**config.mk**
```make
export PLATFORM = sky130hd
export DESIGN_NAME = rvdiv_step
export DESIGN_NICKNAME = d
export VERILOG_FILES = /design/src/hw/rtl/rvdiv_pkg.sv /design/src/hw/rtl/rvdiv_step.sv
export SDC_FILE = /design/constraint.sdc
export NUM_CORES = 1
export LEC_CHECK = 0
export BUFFER_PORTS_ARGS = -buffer_cell sky130_fd_sc_hd__buf_2
export CAP_MARGIN = 20
export CORE_MARGIN = 2
export CORE_UTILIZATION = 50
export DETAILED_ROUTE_END_ITERATION = 6
export PLACE_DENSITY = 0.9
export SYNTH_ARGS = -nofsm -noshare
export SYNTH_HDL_FRONTEND = slang
export SYNTH_SLANG_ARGS = --single-unit
```
**constraint.sdc**
```tcl
create_clock -name vclk -period 4.86
set_input_delay 0.243 -clock vclk [all_inputs]
set_output_delay 0.243 -clock vclk [all_outputs]
set_load 0.01 [all_outputs]
```
**src/hw/rtl/rvdiv_pkg.sv**
```systemverilog
// Shared types and constants for the RV32M divide/remainder unit.
// No dependencies; used by rvdiv_step and rv32m_divide_remainder_unit_core.
`default_nettype none

package rvdiv_pkg;

  localparam int unsigned DataWidth    = 32;
  localparam int unsigned PhysRegCount = 128;
  localparam int unsigned RobDepth     = 128;

  typedef enum logic [1:0] {
    OP_DIV  = 2'd0,
    OP_DIVU = 2'd1,
    OP_REM  = 2'd2,
    OP_REMU = 2'd3
  } op_e;

  // Control bits that ride along the divider stages
  typedef struct packed {
    logic is_rem;   // select remainder instead of quotient
    logic neg_res;  // negate the magnitude result at the end
    logic uop_en;   // slot holds a real micro-op
    logic flush;    // result killed
    logic fb_en;    // register file feedback write
  } meta_t;

endpackage

`default_nettype wire

```
**src/hw/rtl/rvdiv_step.sv**
```systemverilog
// One radix-2 restoring divide step: shift in a dividend bit, trial subtract.
// Depends on rvdiv_pkg.
`default_nettype none

module rvdiv_step (
  input  wire logic [rvdiv_pkg::DataWidth-1:0] rem_i,
  input  wire logic [rvdiv_pkg::DataWidth-1:0] quo_i,
  input  wire logic [rvdiv_pkg::DataWidth-1:0] dvs_i,
  output logic      [rvdiv_pkg::DataWidth-1:0] rem_o,
  output logic      [rvdiv_pkg::DataWidth-1:0] quo_o
);

  localparam int unsigned DW = rvdiv_pkg::DataWidth;

  logic [DW:0] part;
  logic [DW:0] diff;
  logic        take;

  always_comb begin
    part  = {rem_i, quo_i[DW-1]};
    diff  = part - {1'b0, dvs_i};
    take  = !diff[DW];
    // partial remainder stays below the divisor, so the top bit drops out
    rem_o = take ? diff[DW-1:0] : part[DW-1:0];
    quo_o = {quo_i[DW-2:0], take};
  end

endmodule

`default_nettype wire

```
[After elaboration in Yosys (flattened, before gate mapping)]
Index checks and enable logic that the tools add are counted.
Word-level totals
  output and inout bits: 64
  input bits: 96
  register bits after elaboration: 0
  logic and storage cells: 3
Cells by class
  mux-type cells: 1
  reduce and logical (&&, ||, !) cells: 1
  $add $sub $neg: 1
Operators by type and width (count)
  subtractor 33 x 32 -> 33 bit: 1
  two-way mux 32 bit: 1
  logical NOT 1 bit: 1

[Longest topological paths before layout]
  depth in word-level cells: 2
  gate-level depth with buffers: 13
  depth with buffers taken out: 12

[Worst setup path before layout]
No wires, ideal clock.
  path kind: in2out
  start: input dvs_i[16] (netlist bit)
  end: output rem_o[10] (netlist bit)
  slack: 2093 ps
  cell stages on the path: 12
  buffers on the path: 2
  arrival: 2524 ps
  data required time: 4617 ps
  cell sequence: inv_1 > ha_1 > buf_6 > a21oi_4 > o211ai_1 > a221o_1 > a211o_1 > o21a_1 > o211ai_4 > inv_2 > buf_6 > mux2_4
On the way
  cells in the longest elaborated chain, start to end: 2
Ends and longest elaborated chain
  start, declared: RTL line rvdiv_step.sv:8  | input wire logic [rvdiv_pkg::DataWidth-1:0] dvs_i,
  subtractor 33 x 32 -> 33 bit: RTL line rvdiv_step.sv:21  | diff = part - {1'b0, dvs_i};
  two-way mux 32 bit: RTL line rvdiv_step.sv:24  | rem_o = take ? diff[DW-1:0] : part[DW-1:0];
  end, declared: RTL line rvdiv_step.sv:9  | output logic [rvdiv_pkg::DataWidth-1:0] rem_o,
Every way passes these cells.

[Worst setup path after layout]
  start: input rem_i[15] (netlist bit)
  end: output rem_o[31] (netlist bit)
On the way
  cells in the longest elaborated chain, start to end: 2
Ends and longest elaborated chain
  start, declared: RTL line rvdiv_step.sv:6  | input wire logic [rvdiv_pkg::DataWidth-1:0] rem_i,
  subtractor 33 x 32 -> 33 bit: RTL line rvdiv_step.sv:21
  two-way mux 32 bit: RTL line rvdiv_step.sv:24
Every way passes these cells.

==> metrics.cfg <==
[global_route]
grt-ovfl-total=0
grt_max_degree=29
grt_pass1_wl_um=11300
antenna_found_initial=0
grt_pass1_vias=2618
gr-usage-all-layers=0.218

[layout]
finish.net_count=574
antennaDiodeCount=0
drive_above_1_share=0.273
layout_common_cells=buf_2 (98), nand2_1 (44), inv_1 (41)
synthToLayoutAreaGrowth_pct=9.57
flops_and_latches=0
clock_buffers=0
fillers=521
final_util=0.574
regArea_um2=0
layout_commonest_cell=buf_2

[yosys]
syn_area_mm2=0.00269
synth_fp_nets=521
synth_compound_area_frac=0.296
synth_warnings=0
synth_seq_area_share=0
netlist_instances=392
avgSynthCellArea_um2=6.87
synth_top_family_by_area=compound AO/OA/AOI/OAI gates
synth_xor_area_frac=0.0780
synth_mux_area_frac=0.100
ys_types=49
synth-simple-area-share=0.192
synth_fa_ha_area_frac=0.156

[sta]
layout_worst_path_cycle_share=0.788
max_clock_freq_ghz=0.261
drv_slew=0
rsz0062_at_grt=false
tightestPinTransition_ps=705
tns_ps=0
setup_viol=0
hold_viol_final=0
post-route-min-period_ps=3830
relSlewSlack=0.528

[drt]
drt_wl_total_um=7040
drt-vias-per-instance=5.75
wl_met1_um=3060
drt-initial-drc-count=194
wl_met2_um=3470
top_layer=met4
antenna_left=0
num_vias=2948
drc_errors=0
dr_wl_met3_um=448
first_pass_iters=5
wl_per_cell_um=13.7

[place]
dp_hpwl_um=5850
gp_congestion=0.896
io_buffers=98

[critical_path]
path_class=primary input to primary output
critPathRequiredTime_ps=4620
cp-end-kind=primary output
crit_arrival_ps=3590
critPathLaunchType=primary input
cp_max_fo=28

[power]
p_leak_uw=0.00163
power.density_mw_per_mm2=165
irDropWorstVdd_mv=0.0771

[job]
maxCapViolCount=0

[floorplan]
core_mm2=0.00514
die_y_um=77.4
ios=160
dieWidth_um=77.4
start_util=0.524
dieArea_mm2=0.00599
row_count=26

[clock_network]
post-cts-setup-buffers=0
cts_hold_buf=0
cts_resized=0

[run_status]
outcome=finished, final reports clean

[worst_hold_path]
hold_path.class=primary input to primary output

## critical path: stages
cell,delay (ps)
buf_2,110
ha_1,420
a21oi_4,220
o211ai_1,120
a221o_1,340
a211o_1,290
o21a_1,220
o211ai_4,610
inv_2,480
mux2_4,410
buf_2,140
## metal layers
metal	GRT usage	up-vias
li1	-	1462
met1	0.286	1358
met2	0.404	113
met3	0.0116	15
met4	0.0232	0
met5	0	-
## cell type report
cell class,count,area (um2),share of cell area
Multi-Input combinational cell,303,2220,0.751
Inverter,42,158,0.0534
Tap cell,70,87.6,0.0297
Timing Repair Buffer,98,490,0.166
## worst paths after layout
check	start	slack (ps)	end	depth (start not counted)
max	rem_i[15]	1030	rem_o[31]	11
min	quo_i[9]	490	quo_o[10]	0
## where the power goes
part / switching (uW) / internal [uW] / leakage, uW
Clock: 0 / 0 / 0
Sequential: 0 / 0 / 0
Combinational: 263 / 225 / 0.00163
Total: 263 / 225 / 0.00163
## cells in the mapped netlist, drive strengths merged, types with 2 or more instances
library cell	instances	area (um2)
a21boi	2	15.0
nor2	16	60.1
o2111ai	2	17.5
a211oi	4	30.0
xor2	10	87.6
a21o	15	113
and2	3	18.8
and4	2	17.5
o21ai	24	120
o211ai	9	81.3
o21a	6	45.0
a21oi	36	195
and3	6	37.5
nand2b	5	31.3
nand4	7	43.8
o41ai	2	17.5
o21bai	5	37.5
ha	32	400
clkbuf	11	41.3
a31oi	2	12.5
nor3	4	20.0
nand2	44	165
nor2b	5	31.3
xnor2	14	123
inv	42	158
mux2	18	270
o31ai	5	37.5
buf	36	279
nand3	11	55.1
## metrics by stage
| stage | worst slack, ps | instances | hold slack (ps) | total power, uW | cell area (um2) |
|---|---|---|---|---|---|
| 5_1_grt | 818 | 513 | 486 | 533 | 2950 |
| 3_5_place_dp | 1050 | 513 | 486 | 482 | 2950 |
| 6_report | 1030 | 513 | 486 | 488 | 2950 |
| 2_1_floorplan | 2090 | 392 | 578 | 377 | 2690 |
| 3_3_place_gp | 1140 | 513 | 486 | 474 | 2950 |
| 4_1_cts | 1050 | 513 | 486 | 485 | 2950 |
## cells by family (layout without fill, tap and decap cells)
| group | count (synthesis) | count (layout) |
|---|---|---|
| buffers and inverters | 89 | 140 |
| adders and majority gates | 33 | 33 |
| AOI/OAI and AO/OA | 120 | 120 |
| xor gates and xnor gates | 24 | 24 |
| and+or+nand+nor | 108 | 108 |
| muxes | 18 | 18 |
Note: power is estimated with default switching activity, not from simulation.
